==> src/rtl/mf3_pkg.sv <==
// shared types and constants for the 3x3 median image filter
// used by the stream interfaces and every module of the filter
package mf3_pkg;

    localparam int PIX_W     = 16;
    localparam int REG_W     = 13;
    localparam int MAX_WIDTH = 4096;
    localparam int ADDR_W    = $clog2(MAX_WIDTH);
    localparam int ROW_W     = 13;
    localparam int OUT_ROW_W = 12;

    typedef logic [PIX_W-1:0]  pix_t;
    typedef logic [REG_W-1:0]  reg_t;
    typedef logic [ADDR_W-1:0] addr_t;
    typedef logic              cfg_idx_t;

    // window row-major, row 0 is the oldest line
    typedef pix_t [8:0] win9_t;

    localparam cfg_idx_t CFG_IMAGE_WIDTH  = 1'b0;
    localparam cfg_idx_t CFG_IMAGE_HEIGHT = 1'b1;

    localparam logic OP_PIXEL = 1'b0;
    localparam logic OP_DRAIN = 1'b1;

    localparam reg_t WIDTH_RESET  = REG_W'(640);
    localparam reg_t HEIGHT_RESET = REG_W'(480);
    localparam reg_t WIDTH_MIN    = REG_W'(16);
    localparam reg_t WIDTH_MAX    = REG_W'(MAX_WIDTH);
    localparam reg_t HEIGHT_MIN   = REG_W'(1);
    localparam reg_t HEIGHT_MAX   = REG_W'(4096);

    // border and framing flags of one result
    typedef struct packed {
        logic emit;
        logic top;
        logic bot;
        logic lft;
        logic rgt;
        logic last;
    } win_ctl_t;

    typedef struct packed {
        logic     process;
        logic     drain;
        addr_t    addr;
        win_ctl_t win;
    } item_ctl_t;

endpackage

==> src/rtl/mf3_ifs.sv <==


interface mf3_med_if;
    import mf3_pkg::*;
    logic valid;
    logic ready;
    pix_t median_value;
    logic frame_last;
    modport source (output valid, median_value, frame_last, input ready);
    modport sink   (input valid, median_value, frame_last, output ready);
endinterface

==> src/rtl/mf3_median.sv <==
// three-stage median-of-nine: row sorts, column reduce, final median of three
// drives the result stream from its output register; uses mf3_pkg
module mf3_median (
    input  logic             clk,
    input  logic             rst_n,
    input  logic             in_valid,
    output logic             in_ready,
    input  mf3_pkg::win9_t   win,
    input  logic             in_last,
    mf3_med_if.source        med_out
);
    import mf3_pkg::*;

    typedef pix_t [2:0] trio_t;

    // returns {hi, mid, lo}
    function automatic trio_t sort3(input pix_t a, input pix_t b, input pix_t c);
        pix_t lo0, hi0, md0;
        trio_t r;
        lo0  = (a < b) ? a : b;
        hi0  = (a < b) ? b : a;
        md0  = (hi0 < c) ? hi0 : c;
        r[2] = (hi0 < c) ? c : hi0;
        r[0] = (lo0 < md0) ? lo0 : md0;
        r[1] = (lo0 < md0) ? md0 : lo0;
        return r;
    endfunction

    logic  a_valid_reg;
    trio_t a_row_reg [0:2];
    logic  a_last_reg;
    logic  b_valid_reg;
    pix_t  b_x_reg, b_y_reg, b_z_reg;
    logic  b_last_reg;
    logic  o_valid_reg;
    pix_t  o_median_reg;
    logic  o_last_reg;

    logic  o_go, b_go, a_go;
    trio_t lo_s, md_s, hi_s, fin_s;

    assign o_go     = !o_valid_reg || med_out.ready;
    assign b_go     = !b_valid_reg || o_go;
    assign a_go     = !a_valid_reg || b_go;
    assign in_ready = a_go;

    // largest low, median of mids, smallest high
    assign lo_s  = sort3(a_row_reg[0][0], a_row_reg[1][0], a_row_reg[2][0]);
    assign md_s  = sort3(a_row_reg[0][1], a_row_reg[1][1], a_row_reg[2][1]);
    assign hi_s  = sort3(a_row_reg[0][2], a_row_reg[1][2], a_row_reg[2][2]);
    assign fin_s = sort3(b_x_reg, b_y_reg, b_z_reg);

    always_ff @(posedge clk or negedge rst_n)
    begin
        if (!rst_n)
        begin
            a_valid_reg <= 1'b0;
            b_valid_reg <= 1'b0;
            o_valid_reg <= 1'b0;
        end
        else
        begin
            if (a_go)
                a_valid_reg <= in_valid;
            if (b_go)
                b_valid_reg <= a_valid_reg;
            if (o_go)
                o_valid_reg <= b_valid_reg;
        end
    end

    always_ff @(posedge clk)
    begin
        if (a_go && in_valid)
        begin
            for (int r = 0; r < 3; r++)
                a_row_reg[r] <= sort3(win[3*r], win[3*r+1], win[3*r+2]);
            a_last_reg <= in_last;
        end
        if (b_go && a_valid_reg)
        begin
            b_x_reg    <= lo_s[2];
            b_y_reg    <= md_s[1];
            b_z_reg    <= hi_s[0];
            b_last_reg <= a_last_reg;
        end
        if (o_go && b_valid_reg)
        begin
            o_median_reg <= fin_s[1];
            o_last_reg   <= b_last_reg;
        end
    end

    assign med_out.valid        = o_valid_reg;
    assign med_out.median_value = o_median_reg;
    assign med_out.frame_last   = o_last_reg;

endmodule

==> src/flat_wrapper.sv <==
// flat-port wrapper written by rule: the top's interface ports become plain ports
module mf3_median_flat import mf3_pkg::*;
  (clk, rst_n, in_valid, in_ready, win, in_last, med_out_valid, med_out_median_value, med_out_frame_last, med_out_ready);
  mf3_med_if med_out_i ();
  input  logic clk;
  input  logic rst_n;
  input  logic in_valid;
  output logic in_ready;
  input  mf3_pkg::win9_t win;
  input  logic in_last;
  output wire logic [$bits(med_out_i.valid)-1:0] med_out_valid;
  output wire logic [$bits(med_out_i.median_value)-1:0] med_out_median_value;
  output wire logic [$bits(med_out_i.frame_last)-1:0] med_out_frame_last;
  input wire logic [$bits(med_out_i.ready)-1:0] med_out_ready;
  assign med_out_valid = med_out_i.valid;
  assign med_out_median_value = med_out_i.median_value;
  assign med_out_frame_last = med_out_i.frame_last;
  assign med_out_i.ready = med_out_ready;
  mf3_median u_core (.clk(clk), .rst_n(rst_n), .in_valid(in_valid), .in_ready(in_ready), .win(win), .in_last(in_last), .med_out(med_out_i));
endmodule
==> config.mk <==
export PLATFORM = sky130hd
export DESIGN_NAME = mf3_median_flat
export DESIGN_NICKNAME = d
export VERILOG_FILES = /design/src/rtl/mf3_pkg.sv /design/src/rtl/mf3_ifs.sv /design/src/rtl/mf3_median.sv /design/src/flat_wrapper.sv
export SDC_FILE = /design/constraint.sdc
export NUM_CORES = 1
export LEC_CHECK = 0
export BUFFER_PORTS_ARGS = -buffer_cell sky130_fd_sc_hd__buf_4
export CAP_MARGIN = 0
export CORE_MARGIN = 2
export CORE_UTILIZATION = 44
export CTS_BUF_LIST = sky130_fd_sc_hd__clkbuf_16
export DETAILED_ROUTE_END_ITERATION = 7
export PLACE_DENSITY = 0.72
export RECOVER_POWER = 25
export SLEW_MARGIN = 10
export SYNTH_ARGS = -nofsm -noshare
export SYNTH_HDL_FRONTEND = slang
export SYNTH_SLANG_ARGS = --single-unit
==> constraint.sdc <==
create_clock -name clk -period 6.9 [get_ports clk]
set_input_delay 0.69 -clock clk [delete_from_list [all_inputs] [get_ports clk]]
set_output_delay 0.69 -clock clk [all_outputs]
set_load 0.005 [all_outputs]
# [Word-level counts from Yosys, hierarchy flattened]
# Memories as Yosys holds them, arrays and structs flattened.
# Cells that the tools add are included.
[op_classes] reduce_logical=9 order_cmp=20 mux=34
[ops] operator="$mux 16" count=32
[ops] operator="$lt 16x16->1" count=20
[ops] operator="$logic_and 1x1->1" count=3
[ops] operator="$logic_not 1->1" count=3
[ops] operator="$logic_or 1x1->1" count=3
[ops] operator="$mux 1" count=2
[word_totals] input_bits=149 output_inout_bits=19 reg_bits=70 mem_bits_rw=144 elab_cells=74 n_memories=1
[memory_table] memory="u_core.a_row_reg" words=3 width=48 rd=3 rd_clocked_by_memory_dff=0 write_ports=3 line_no="mf3_median.sv:30" rtl="trio_t a_row_reg [0:2];"

# [Depth between registers and ports, before layout]
[depth] ltp_word=7 ltp_mapped=31 depth_no_buf=27

# [Worst setup path before layout]
# Ideal clock, no wire load.
[synth_timing] kind="input port to flip-flop" start="in win[20] in the netlist's numbering" end="mem u_core.a_row_reg[0][0] in the netlist's numbering, data pin" slack_ns=0.452 path_stages=26 t_required_ns=6.646 arrival_time_ns=6.194 path_cell_list="inv_1 > ha_1 > a21o_1 > a211oi_1 > o21ai_1 > a211oi_4 > clkbuf_1 > mux2_2 > ha_1 > and4_1 > a221oi_1 > nand2_1 > a21boi_2 > buf_4 > mux2i_1 > ha_1 > a21o_1 > a21o_1 > a221o_1 > a221o_1 > a211oi_1 > a31o_1 > buf_2 > mux2i_1 > a21oi_1 > o21a_1"
[synth_rtl] element="start, declared" line_no="flat_wrapper.sv:9" rtl="input mf3_pkg::win9_t win;"
[synth_rtl] element="end, declared" line_no="mf3_median.sv:30"

==> summary.md <==
| Metric | Value |
|---|---|
| Drt drc | `0` |
| FFs w/ async S/R, synth | `0.01402` |
| # clock sinks | `214` |
| Largest register FFs | `144` |
| RSZ-0062 raised after global routing | `yes` |
| CP arrival | `6.78 ns` |
| Clk buf depth | `3` |
| Row count | `77` |
| Crit path largest cell delay | `0.48 ns` |
| Post-CTS setup buffer count | `0` |
| Core area | `44410 um2` |
| DRT Wirelength | `57360 um` |
| Synth warnings | `0` |
| Synth Register Bits | `214` |
| Status | `complete, but fails checks` |
| Number of routed nets with antenna violations | `0` |
| Syn Area/Cell | `9.017 um2` |
| Flop pwr share | `0.229` |
| Die X | `216.6 um` |
| Pwr/cell area | `460.1 nW/um2` |
| Max Freq | `0.1534 GHz` |
| Worst reg2reg path startpoint | `u_core.a_row_reg[0][34]` |
| Die area | `46900 um2` |
| Most frequent CP cell | `o21ai_0` |
| Top cells by area, synth | `edfxtp_1, ha_1, mux2i_1, inv_1, o21ai_0` |
| Non-Filler Instances | `3055` |
| CTS tree | `built` |
| Top-count cell post-synth | `ha_1` |
| Switching part of the total | `0.4388` |
| Crit path from | `u_core.a_row_reg[0][34]` |
| Commonest cells in the synthesized netlist | `ha_1, inv_1, edfxtp_1, nand2_1, o21ai_0` |
| Seq/Total Area, Yosys | `0.3225` |
| Final period util | `0.9450` |
| Pin count of the biggest net entering global routing | `83` |
| P_leak | `11.13 nW` |
| Iteration-0 DRC count of the detailed router | `1271` |
| Total track usage | `0.2411` |
| Worst Path Required | `7.16 ns` |
| Main synth FF type | `edfxtp_1` |
| Max-Cap Viols | `2` |
| Number of synthesized flops with an enable pin | `211` |
| DRT Pass-1 Iters | `6` |
| Vias in the first global route | `16.78k` |
| Area Overhead vs Synth | `18.17%` |
| Peak VDD IR | `0.0004511 V` |
| Clock Latency Late Sink | `0.53 ns` |
| Worst Hold Class | `input pin to register` |
| DPL Wire Length | `47580 um` |
| Syn Nets | `2654` |
| Period minus WS final | `6.521 ns` |
| Fin nets | `2894` |
| Worst r2r dst | `u_core.b_z_reg[0]` |
| Reg2Reg Depth | `26` |
| Rel. slew slack | `-2.106` |
| Mapped Area | `19880 um2` |
| Hold Violations, Final | `0` |
| Synth top area share | `0.3187` |
| Final Core Density | `0.5290` |
| Worst-margin pin slew | `4.660 ns` |
| CP Class | `register to register` |
| Internal | `6.066 mW` |
| H-tree Lvls | `1` |
| Share of cells above drive strength 1 | `0.1855` |
| Count of pins over their slew limit | `115` |
| Mapped Cells | `2205` |
| CTS root buffer | `clkbuf_16` |
| Synth area leader | `edfxtp_1` |
| Initial Utilization | `0.4476` |
| Worst hold path depth | `1` |
| Port bufs | `167` |
| First-pass GRT wire length | `89510 um` |
| Grt ovf | `0` |
| Setup crit end kind | `register` |
| Clock Skew | `0.01313 ns` |
| Crit-path max FO | `18` |
| Number of cells in the design after placement | `3006` |
| Routability-driven placement congestion ratio | `0.9471` |
| WHS | `0.3691 ns` |
| Via/cell ratio | `5.594` |
| Initial antenna violation count | `1` |
| Flop-to-flop setup slack | `0.38 ns` |
| Diode count | `0` |
| CP Launch Type | `register` |
| CP Depth | `26` |
| Via count | `17.09k` |
| Fill cell count | `3934` |
| Final setup fails | `0` |
| Clk pin slew, worst setup/hold paths | `0.06 ns` |
| NetSw | `4.743 mW` |
| Worst setup path endpoint | `u_core.b_z_reg[0]` |
| Tot Pwr | `10.81 mW` |
| CP max stage cell | `edfxtp_1` |
| Crit path buf inv count | `2` |
| Total CTS buffers | `25` |
| Routed wire per std cell | `18.78 um` |
| I/O Pins | `168` |
| Failing checks | `max-capacitance violations, max-slew violations` |
| Synth cell types | `77` |
| Die height | `216.6 um` |
| Clk pwr share | `0.132` |
| Top Family by Delay on Critical Path | `compound AO/OA/AOI/OAI gates` |
| Combinational fraction of design power | `0.639` |
## worst min path at each step
| stage | from | slack, ns | endpoint |
|---|---|---|---|
| 2_1_floorplan | rst_n | 0.39 | u_core.a_valid_reg |
| 3_3_place_gp | u_core.b_last_reg | 0.41 | u_core.med_out.frame_last |
| 3_5_place_dp | u_core.a_last_reg | 0.41 | u_core.b_last_reg |
| 4_1_cts | in_last | 0.33 | u_core.a_last_reg |
| 5_1_grt | in_last | 0.36 | u_core.a_last_reg |
| 6_report | in_last | 0.37 | u_core.a_last_reg |
## repair_timing
action / CTS / global route
endpoints found under the hold margin: 3 / 0
hold buffers: 1 / 0
resized for setup: 0 / 11
setup endpoints to repair: 0 / 33
## worst register-to-register path: stages, from the launching register on
cell,delay (ns)
edfxtp_1,0.48
ha_1,0.35
a211oi_1,0.20
o21ai_0,0.14
a21oi_1,0.40
o21ai_2,0.26
buf_4,0.27
nand2_1,0.08
o21ai_0,0.16
ha_1,0.35
and3_1,0.15
nand3_1,0.11
nor2_1,0.10
o21ai_0,0.13
o21ai_2,0.47
buf_4,0.31
mux2i_1,0.33
ha_1,0.20
a21oi_1,0.06
nor2b_1,0.10
o21ai_0,0.08
a21oi_1,0.15
nor3_1,0.05
o21ai_0,0.37
a21o_1,0.19
mux2_2,0.34
a221oi_1,0.43
## cells in the final DEF, fill, tap and decap left out, types with 7 or more instances in the layout
cell type  count
edfxtp_1     211
a211oi_1      18
and3_1         8
o211ai_1      12
inv_1        277
and4_1        11
nor2_1       156
mux2i_1      144
mux2i_2        8
clkbuf_16     25
nand2_1      203
ha_1         300
nand4_1       33
mux2_2        82
o21ai_0      193
nor3_1        15
a211o_1        9
buf_4        264
o21a_1        20
nand2b_1      14
o21ai_1       53
nor2b_1        9
clkbuf_4      19
nand3_1       24
a21oi_1      178
or2_2          7
a21o_1        43
## cell families (layout without fill, tap and decap cells)
kind of cell | after synthesis | after routing | share of synthesized area
DFF | 214 | 214 | 0.3225
and+or+nand+nor | 503 | 503 | 0.1132
AOI/OAI and AO/OA | 597 | 600 | 0.1789
muxes | 235 | 235 | 0.1252
buffers and inverters | 356 | 611 | 0.07143
adders and majority gates | 300 | 300 | 0.1888
## through the flow
step / setup TNS, ns / cell area [um2] / worst slack, ns
2_1_floorplan: 0 / 19880 / 0.4517
3_3_place_gp: 0 / 22530 / 0.3170
3_5_place_dp: 0 / 22530 / 0.1370
4_1_cts: 0 / 23430 / 0.1921
5_1_grt: -0.01967 / 23490 / -0.01967
6_report: 0 / 23490 / 0.3794
## cell type report
cell class              instances  area [um2]  area share
flip-flops and latches        214        6411      0.2729
repair buffers                291        2258     0.09613
clock buffers                  25       625.6     0.02663
inverters                     275        1032     0.04394
well taps                     592       740.7     0.03153
multi-input cells            1638       12160      0.5178
clock inverters                20       261.5     0.01113
## layer usage
layer,global-route usage,part of all wire,vias up
li1,-,-,8485
met1,0.3082,0.43,7983
met2,0.4115,0.47,521
met3,0.03340,0.061,102
met4,0.09452,0.044,0
met5,0,0,-
## power groups by stage
| stage | clock network [mW] | logic (mW) | registers [mW] |
|---|---|---|---|
| after floorplan | 0 | 4.71 | 2.31 |
| after global placement | 0 | 6.50 | 2.48 |
| after detailed placement | 0 | 6.72 | 2.49 |
| after CTS | 1.45 | 6.78 | 2.46 |
| after global routing | 1.50 | 7.72 | 2.50 |
| final | 1.43 | 6.90 | 2.47 |
(Power assumes the default switching activity.)
