--- config.mk ---
export PLATFORM = sky130hd
export DESIGN_NAME = mf3_ctrl
export DESIGN_NICKNAME = d
export VERILOG_FILES = /design/src/rtl/mf3_pkg.sv /design/src/rtl/mf3_ctrl.sv
export SDC_FILE = /design/constraint.sdc
export NUM_CORES = 1
export LEC_CHECK = 0
export BUFFER_PORTS_ARGS = -buffer_cell sky130_fd_sc_hd__buf_2
export CORE_ASPECT_RATIO = 1.2
export CORE_MARGIN = 3
export CORE_UTILIZATION = 50
export DETAILED_ROUTE_END_ITERATION = 16
export MAX_ROUTING_LAYER = met4
export PLACE_DENSITY = 0.69
export SKIP_CTS_REPAIR_TIMING = 1
export SLEW_MARGIN = 30
export SYNTH_ARGS = -nofsm -noshare
export SYNTH_HDL_FRONTEND = slang
export SYNTH_SLANG_ARGS = --single-unit
export TNS_END_PERCENT = 30
--- constraint.sdc ---
create_clock -name clk -period 5.77 [get_ports clk]
set_input_delay 0.8655 -clock clk [delete_from_list [all_inputs] [get_ports clk]]
set_output_delay 0.8655 -clock clk [all_outputs]
set_load 0.05 [all_outputs]
--- src/rtl/mf3_pkg.sv ---
// shared types and constants for the 3x3 median image filter
// used by the stream interfaces and every module of the filter
package mf3_pkg;

    localparam int PIX_W     = 16;
    localparam int REG_W     = 13;
    localparam int MAX_WIDTH = 4096;
    localparam int ADDR_W    = $clog2(MAX_WIDTH);
    localparam int ROW_W     = 13;
    localparam int OUT_ROW_W = 12;

    typedef logic [PIX_W-1:0]  pix_t;
    typedef logic [REG_W-1:0]  reg_t;
    typedef logic [ADDR_W-1:0] addr_t;
    typedef logic              cfg_idx_t;

    // window row-major, row 0 is the oldest line
    typedef pix_t [8:0] win9_t;

    localparam cfg_idx_t CFG_IMAGE_WIDTH  = 1'b0;
    localparam cfg_idx_t CFG_IMAGE_HEIGHT = 1'b1;

    localparam logic OP_PIXEL = 1'b0;
    localparam logic OP_DRAIN = 1'b1;

    localparam reg_t WIDTH_RESET  = REG_W'(640);
    localparam reg_t HEIGHT_RESET = REG_W'(480);
    localparam reg_t WIDTH_MIN    = REG_W'(16);
    localparam reg_t WIDTH_MAX    = REG_W'(MAX_WIDTH);
    localparam reg_t HEIGHT_MIN   = REG_W'(1);
    localparam reg_t HEIGHT_MAX   = REG_W'(4096);

    // border and framing flags of one result
    typedef struct packed {
        logic emit;
        logic top;
        logic bot;
        logic lft;
        logic rgt;
        logic last;
    } win_ctl_t;

    typedef struct packed {
        logic     process;
        logic     drain;
        addr_t    addr;
        win_ctl_t win;
    } item_ctl_t;

endpackage

--- src/rtl/mf3_ctrl.sv ---
// configuration registers and raster position counters of the median filter
// decides per beat whether the item is used, and its border flags; uses mf3_pkg
module mf3_ctrl (
    input  logic                clk,
    input  logic                rst_n,
    input  logic                cfg_we,
    input  mf3_pkg::cfg_idx_t   cfg_index,
    input  mf3_pkg::reg_t       cfg_data,
    input  logic                beat,
    input  logic                operation,
    output mf3_pkg::item_ctl_t  ctl
);
    import mf3_pkg::*;

    reg_t                 width_reg, width_next;
    reg_t                 height_reg, height_next;
    addr_t                in_col_reg, in_col_next;
    logic [ROW_W-1:0]     in_row_reg, in_row_next;
    addr_t                out_col_reg, out_col_next;
    logic [OUT_ROW_W-1:0] out_row_reg, out_row_next;

    reg_t                 eff_w, eff_h, w_m1, h_m1;
    addr_t                w_last;
    logic [OUT_ROW_W-1:0] h_last;
    logic                 all_in, pending;

    always_comb
    begin
        if (width_reg < WIDTH_MIN)
            eff_w = WIDTH_MIN;
        else if (width_reg > WIDTH_MAX)
            eff_w = WIDTH_MAX;
        else
            eff_w = width_reg;
        if (height_reg < HEIGHT_MIN)
            eff_h = HEIGHT_MIN;
        else if (height_reg > HEIGHT_MAX)
            eff_h = HEIGHT_MAX;
        else
            eff_h = height_reg;
    end

    assign w_m1   = eff_w - REG_W'(1);
    assign h_m1   = eff_h - REG_W'(1);
    assign w_last = w_m1[ADDR_W-1:0];
    assign h_last = h_m1[OUT_ROW_W-1:0];

    assign all_in  = in_row_reg >= eff_h;
    assign pending = {1'b0, out_row_reg} < eff_h;

    // once the frame's pixels are all in, any beat pushes the last rows out
    assign ctl.process  = all_in ? pending : (operation == OP_PIXEL);
    assign ctl.drain    = all_in;
    assign ctl.addr     = in_col_reg;
    assign ctl.win.emit = (in_row_reg > ROW_W'(1))
                          || (in_row_reg == ROW_W'(1) && in_col_reg != '0);
    assign ctl.win.top  = out_row_reg == '0;
    assign ctl.win.bot  = out_row_reg == h_last;
    assign ctl.win.lft  = out_col_reg == '0;
    assign ctl.win.rgt  = out_col_reg == w_last;
    assign ctl.win.last = ctl.win.bot && ctl.win.rgt;

    always_comb
    begin
        width_next   = width_reg;
        height_next  = height_reg;
        in_col_next  = in_col_reg;
        in_row_next  = in_row_reg;
        out_col_next = out_col_reg;
        out_row_next = out_row_reg;
        if (cfg_we)
        begin
            unique case (cfg_index)
                CFG_IMAGE_WIDTH:  width_next  = cfg_data;
                CFG_IMAGE_HEIGHT: height_next = cfg_data;
            endcase
            in_col_next  = '0;
            in_row_next  = '0;
            out_col_next = '0;
            out_row_next = '0;
        end
        else if (beat && ctl.process)
        begin
            if (ctl.win.emit)
            begin
                if (ctl.win.rgt)
                begin
                    out_col_next = '0;
                    out_row_next = out_row_reg + OUT_ROW_W'(1);
                end
                else
                begin
                    out_col_next = out_col_reg + ADDR_W'(1);
                end
            end
            if (ctl.win.emit && ctl.win.last)
            begin
                in_col_next  = '0;
                in_row_next  = '0;
                out_col_next = '0;
                out_row_next = '0;
            end
            else if (in_col_reg == w_last)
            begin
                in_col_next = '0;
                in_row_next = in_row_reg + ROW_W'(1);
            end
            else
            begin
                in_col_next = in_col_reg + ADDR_W'(1);
            end
        end
    end

    always_ff @(posedge clk or negedge rst_n)
    begin
        if (!rst_n)
        begin
            width_reg   <= WIDTH_RESET;
            height_reg  <= HEIGHT_RESET;
            in_col_reg  <= '0;
            in_row_reg  <= '0;
            out_col_reg <= '0;
            out_row_reg <= '0;
        end
        else
        begin
            width_reg   <= width_next;
            height_reg  <= height_next;
            in_col_reg  <= in_col_next;
            in_row_reg  <= in_row_next;
            out_col_reg <= out_col_next;
            out_row_reg <= out_row_next;
        end
    end

endmodule

# Yosys cells after proc, flatten, opt, wreduce, memory -nomap -nowiden
# Cells that the tools add are included.
# W data, S select, Z words.
[totals] wordCells=65 reg_bits=75 mem_bits_ro=0 ramBits=0 latch_bits=0 in_bits=19 memories=0
[op_classes] n_shift=0 eq_ne=4 order_cmp=7 multipliers=0 n_addsub=6 div_mod_pow=0 n_bitwise=2 n_reduce_logical=17 n_mux=23
[ops] operator="$mux W12" count=16
[ops] operator="$mux W13" count=6
[ops] operator="$add A12 B1 Y12 const B" count=3
[ops] operator="$eq A12 B12 Y1" count=3
[ops] operator="$gt A13 B13 Y1 const B" count=2
[ops] operator="$logic_not A12 Y1" count=2
[ops] operator="$sub A12 B1 Y12 const B" count=2
[ops] operator="$add A13 B1 Y13 const B" count=1
[ops] operator="$eq A13 B1 Y1 const B" count=1
[ops] operator="$ge A13 B13 Y1" count=1
[ops] operator="$gt A13 B1 Y1 const B" count=1
[ops] operator="$lt A12 B13 Y1" count=1
[ops] operator="$lt A13 B1 Y1 const B" count=1
[ops] operator="$lt A13 B5 Y1 const B" count=1
[ops] operator="$reduce_bool A12 Y1" count=1
[ops] operator="$reduce_bool A3 Y1" count=3
[ops] operator="$reduce_and A2 Y1" count=4
[ops] operator="$logic_and A1 B1 Y1" count=4
[ops] operator="$reduce_and A3 Y1" count=1
[ops] operator="$not A1 Y1" count=2
[ops] operator="$reduce_bool A2 Y1" count=1
[ops] operator="$logic_or A1 B1 Y1" count=1
[ops] operator="$mux W1" count=1

# Longest topological paths before layout
# Gate-level depths: netlist of run 1.
[logic_depth] ltp_word=10 depth_mapped=18

# Worst setup path before layout of run 1
# Ideal clock, no wire load.
[synth_timing] path_type="register to output" startpoint="register height_reg[9]" endpoint="output port ctl[0] (netlist bit)" stages_incl_launch_ff=15 t_arrival_ns=4.133 setup_slack_ns=0.772 cell_sequence="dfrtp_1 clkbuf_1 nor3_1 a41oi_1 nor2_1 inv_1 ha_1 xnor2_1 a211oi_1 o2111ai_1 a2111oi_0 nand4_1 a311oi_1 clkbuf_1 and2_1"
[synth_rtl] element="start: declaration" line="mf3_ctrl.sv:16" source="reg_t height_reg, height_next;"
[synth_rtl] element="start signal: assignment" line="mf3_ctrl.sv:129" source="height_reg <= height_next;"
[synth_rtl] element="end: declaration" line="mf3_ctrl.sv:11" source="output mf3_pkg::item_ctl_t ctl"

==> results.cfg, run 1 <==
[hold_path]
worstHoldPathType = input pin to async pin

[floorplan]
die_w_um = 110.3
die_h_um = 131.2
initial_core_util = 0.5134
coreArea_um2 = 12720
num_rows = 45
io_pins = 39
dieArea_um2 = 14480

[critical_path]
path_delay_family = simple AND/OR/NAND/NOR gates
cp_num_buf_inv = 2
required_ns = 4.90
startpoint_type = flip-flop
cp_slowest_cell = or4_4
end_kind = output pin
crit_type = flip-flop to output pin
slowest_delay_ns = 0.62
worstPathMaxFanout = 12
path_cells = or4_4 -> o311a_4 -> inv_1 -> ha_1 -> or4b_1 -> a211o_1 -> a221oi_1 -> xnor2_1 -> and4_1 -> and2_1 -> buf_2
cp_data_arrival_time_ns = 4.52
rrSetupSlack_ns = 0.78

[route]
antenna_left = 0
vias = 6245
drtPass1Iterations = 5
via_per_inst = 6.658
first_iter_violations = 620
drt_wl_total_mm = 19.09
routedWlPerCell_um = 20.35
drc = 0

[clock_tree]
cts_tree = done
path_clk_slew_ns = 0.06
cts-buffers-inserted = 9
cts_buffer_depth = 2
clock_latency_ns = 0.33
cts_root_buffer = clkbuf_16
cts_htree_levels = 3
cts_sinks = 75

[timing]
final_max_slew_viol_count = 0
skew_ns = 0.006117
fin_tns_setup_ns = 0
setup_ws_ns = 0.3883
hold_viol = 0
max_slew_margin = 0.3374
setup_viol = 0
fin_crit_sh = 0.9327
hold_ws_ns = 0.5485
fin_crit_ns = 5.382
fmax_ghz = 0.1858
worst_slew_pin_slew_ns = 0.9914
rsz0062_at_grt = false

[pwr]
power.share.clock = 0.342
p_switching_mw = 0.6062
p_leak_nw = 2.716
p_comb_frac = 0.286
power.total_mw = 1.746
swShare = 0.3473
power.density_nw_per_um2 = 247.9
p_int_mw = 1.140
vdd_ir_drop_max_mv = 0.1375
seqPwrFrac = 0.372

[job]
maxCapViolations = 0

[run_status]
status = completed

[grt]
grt_pass1_wl_mm = 30.51
grt_max_degree = 76
antenna_found_initial = 0
grt_pass1_vias = 5769
grt_usage = 0.2727
overflow = 0

[final_layout]
drive_gt1_frac = 0.1382
final_util = 0.5534
multi_input_area_um2 = 4309
regArea_um2 = 1884
num-nets-final = 823
fin_area_um2 = 7042
n_fill_cell = 1205
antenna_cells = 0
area_growth_pct = 7.795
final_cell_mix = dfrtp_1, nand2_1, nor2_1
finalNonFillerCells = 938
layout_commonest_cell = dfrtp_1

[synth]
synth_cell_type_count = 85
synthTopCellsByArea = dfrtp_1, ha_1, xnor2_1
syn_area_um2 = 6533
synth_edf_count = 0
synth_top_area_frac = 0.2643
ys_seq_area_frac = 0.2885
synth-seq-cells = 75
synthFlopType = dfrtp_1
synth_top_area_cell = dfrtp_1
yosysWarningCount = 0
syn_area_per_cell_um2 = 8.418
postSynthCellCount = 776
synth_nets = 830
ys_async_sr_fraction = 1.000

[placed_design]
place_congestion = 0.9463
postPlaceCellArea_um2 = 6726
post-dp-hpwl_mm = 14.22
port-buffer-count = 38
dp_slack_ns = 0.7706
place_inst = 922
## metal layers
layer	wire length [µm]	GRT usage
met1	7851	0.3431
met2	9274	0.4238
met3	944	0.03980
met4	1017	0.1369
met5	0	-
## worst register-to-register path, stage by stage (launching register included)
cell       delay (ns)
dfrtp_1          0.49
or4_4            0.62
o311a_4          0.41
inv_1            0.07
ha_1             0.43
or4b_1           0.50
nor3_1           0.22
a21o_1           0.20
nor3_1           0.08
nand2b_1         0.17
a2111oi_0        0.65
a21oi_2          0.25
nor2_1           0.64
o31ai_1          0.12
## synthesized netlist by cell type (5+ instances only)
cell and number:
a2111oi_0 9, a211o_1 6, a211oi_1 10, a21oi_1 46, a31oi_1 5, and2_1 7
and3_1 9, buf_1 5, buf_2 11, clkbuf_1 42, dfrtp_1 69, dfstp_2 6
ha_1 35, inv_1 24, mux2_2 22, mux2i_1 10, nand2_1 56, nand2b_1 15
nand3_1 26, nand4_1 19, nor2_1 49, nor2b_1 12, nor3_1 33, nor3b_1 8
nor4_1 23, o21a_1 5, o21ai_0 33, o22ai_1 5, o31ai_1 12, or3_1 12
or4_1 14, xnor2_1 36, xor2_1 5
## power groups by stage
| stage | Clock [mW] | Combinational (mW) | Sequential [mW] |
|---|---|---|---|
| 4_1_cts | 0.610 | 0.496 | 0.645 |
| 3_3_place_gp | 0 | 0.481 | 0.653 |
| 6_report | 0.597 | 0.500 | 0.649 |
| 5_1_grt | 0.637 | 0.549 | 0.654 |
| 3_5_place_dp | 0 | 0.493 | 0.654 |
| 2_1_floorplan | 0 | 0.406 | 0.607 |
## cell families after synthesis
logic type | Yosys count | share of synthesized area
AND/OR/NAND/NOR | 315 | 0.2745
adder cells (fa/ha/maj) | 35 | 0.06704
flip-flops | 75 | 0.2885
buffers and inverters | 86 | 0.05497
multiplexers | 33 | 0.05497
AO/OA/AOI/OAI | 190 | 0.2026
XOR/XNOR | 42 | 0.05746
## worst paths after layout
path | cells past startpoint | start | end
worst max-delay path | 11 | width_reg[8] | ctl[0]
worst min-delay path | 1 | rst_n | height_reg[9]
worst max register to register | 13 | width_reg[8] | in_row_reg[0]
worst min register to register | 1 | height_reg[0] | height_reg[0]
max in group asynchronous | 1 | rst_n | in_col_reg[3]
min in group clk | 1 | height_reg[0] | height_reg[0]
## cell type report
class                      count  share of cell area
tap                          164             0.02914
timing repair buffer          44             0.03429
inverter                      24             0.01279
sequential                    75              0.2676
multi-input combinational    615              0.6119
clock buffer                  11             0.03305
clock inverter                 5             0.01119
(Power assumes the default switching activity.)
==> inputs of run 2 (changes only) <==
GPL_TIMING_DRIVEN = 0   (was default)
==> results.cfg, run 2 (same netlist as run 1, synthesis figures left out) <==
[floorplan]
die_w_um = 110.3
io_pins = 39
coreArea_um2 = 12720
num_rows = 45
dieArea_um2 = 14480
die_h_um = 131.2
initial_core_util = 0.5134

[critical_path]
cp_data_arrival_time_ns = 4.54
cp_slowest_cell = a311oi_2
slowest_delay_ns = 0.43
worstPathMaxFanout = 10
reg2reg_from = width_reg[8]
crit_type = flip-flop to output pin
r2r_cells = 15
rr_endpoint = in_row_reg[0]
rrSetupSlack_ns = 0.78
required_ns = 4.90
path_cells = clkbuf_1 -> nor3_4 -> a41oi_1 -> nor2_1 -> inv_1 -> ha_1 -> xnor2_1 -> a211oi_1 -> o2111ai_1 -> a2111oi_0 -> nand4_1 -> a311oi_2 -> clkbuf_2 -> and2_1 -> buf_2
end_kind = output pin
startpoint_type = flip-flop

[final_layout]
n_fill_cell = 1190
area_growth_pct = 11.53
drive_gt1_frac = 0.1489
fin_area_um2 = 7286
antenna_cells = 0
multi_input_area_um2 = 4315
regArea_um2 = 1884
final_cell_mix = dfrtp_1, nand2_1, nor2_1
num-nets-final = 882
layout_commonest_cell = dfrtp_1

[grt]
grt_usage = 0.2985
busiest_layer = met2
grt_max_degree = 51
grtUsageMet1 = 0.3891
antenna_found_initial = 0
overflow = 0
grt_use_met3 = 0.03342
grt_pass1_vias = 6170
grt_pass1_wl_mm = 33.17
met2_usage = 0.4717

[timing]
max_slew_margin = 0.3911
skew_ns = 0.007820
rsz0062_at_grt = false
fmax_ghz = 0.1851
final_max_slew_viol_count = 0
fin_crit_ns = 5.402
fin_crit_sh = 0.9361
hold_ws_ns = 0.4371
setup_viol = 0
hold_viol = 0
worst_slew_pin_slew_ns = 0.9110

[route]
drt_wl_total_mm = 20.69
antenna_left = 0
vias = 6470
drtPass1Iterations = 5
routedWlPerCell_um = 20.75
via_per_inst = 6.489
drc = 0
first_iter_violations = 614

[clock_tree]
cts-buffers-inserted = 9
path_clk_slew_ns = 0.06
cts_htree_levels = 3
cts_root_buffer = clkbuf_16
cts_tree = done
clock_latency_ns = 0.34
cts_sinks = 75
cts_buffer_depth = 2

[pwr]
p_int_mw = 1.082
swShare = 0.3729
p_leak_nw = 2.824
seqPwrFrac = 0.350
power.share.clock = 0.310
vdd_ir_drop_max_mv = 0.1570
p_switching_mw = 0.6434
p_comb_frac = 0.341
power.density_nw_per_um2 = 236.8

[placed_design]
port-buffer-count = 37
place_congestion = 0.9777
postPlaceCellArea_um2 = 6953
post-dp-hpwl_mm = 15.57

[run_status]
status = completed

[job]
maxCapViolations = 0

[hold_path]
worstHoldPathType = input pin to async pin
[run 2: layout make-up]
cell class                 instances  area share
clock inverter                     5    0.005152
multi-input combinational        615      0.5923
buffer                            62     0.03744
clock buffer                      11     0.03332
inverter                          24     0.01236
tap                              164     0.02816
sequential                        75      0.2586
timing repair buffer              41     0.03263
[run 2: per-stage QoR]
step / std cells / setup slack, ns / TNS (ns) / utilization / power [mW]
detailed placement: 978 / 0.1187 / 0 / 0.5464 / 1.175
global route: 997 / 0.09964 / 0 / 0.5726 / 1.808
global placement: 977 / 0.2166 / 0 / 0.5441 / 1.160
CTS: 994 / -0.2303 / -0.3267 / 0.5684 / 1.714
finish: 997 / 0.3685 / 0 / 0.5726 / 1.725
floorplan: 776 / 0.7716 / 0 / - / 1.013
[run 2: worst max path at each step]
stage	from	end	slack (ns)	cells past startpoint
after global placement	height_reg[12]	ctl[0]	0.22	14
after CTS	height_reg[9]	ctl[0]	-0.23	15
after global routing	height_reg[9]	ctl[0]	0.1	15
final	height_reg[9]	ctl[0]	0.37	15
after floorplan	height_reg[9]	ctl[0]	0.77	14
after detailed placement	height_reg[9]	ctl[0]	0.12	15
[run 2: power by group through the flow]
stage	Sequential, mW	Clock, mW	Combinational, mW
2_1_floorplan	0.607	0	0.406
3_3_place_gp	0.608	0	0.552
3_5_place_dp	0.610	0	0.565
4_1_cts	0.601	0.544	0.569
5_1_grt	0.608	0.561	0.640
6_report	0.604	0.534	0.588
[run 2: critical path: cells and delay by family, from the launching register on]
kind / cells / cell delay [ns]
simple gates: 4 / 1.08
buf+inv: 4 / 0.89
flops: 1 / 0.36
xor+xnor: 1 / 0.13
fa+ha+maj: 1 / 0.31
compound gates: 5 / 1.43
[run 2: layer usage]
layer,part of all wire,vias to the layer above
met3,0.056,61
met2,0.49,281
li1,-,3032
met1,0.42,3096
met5,0,-
met4,0.041,0
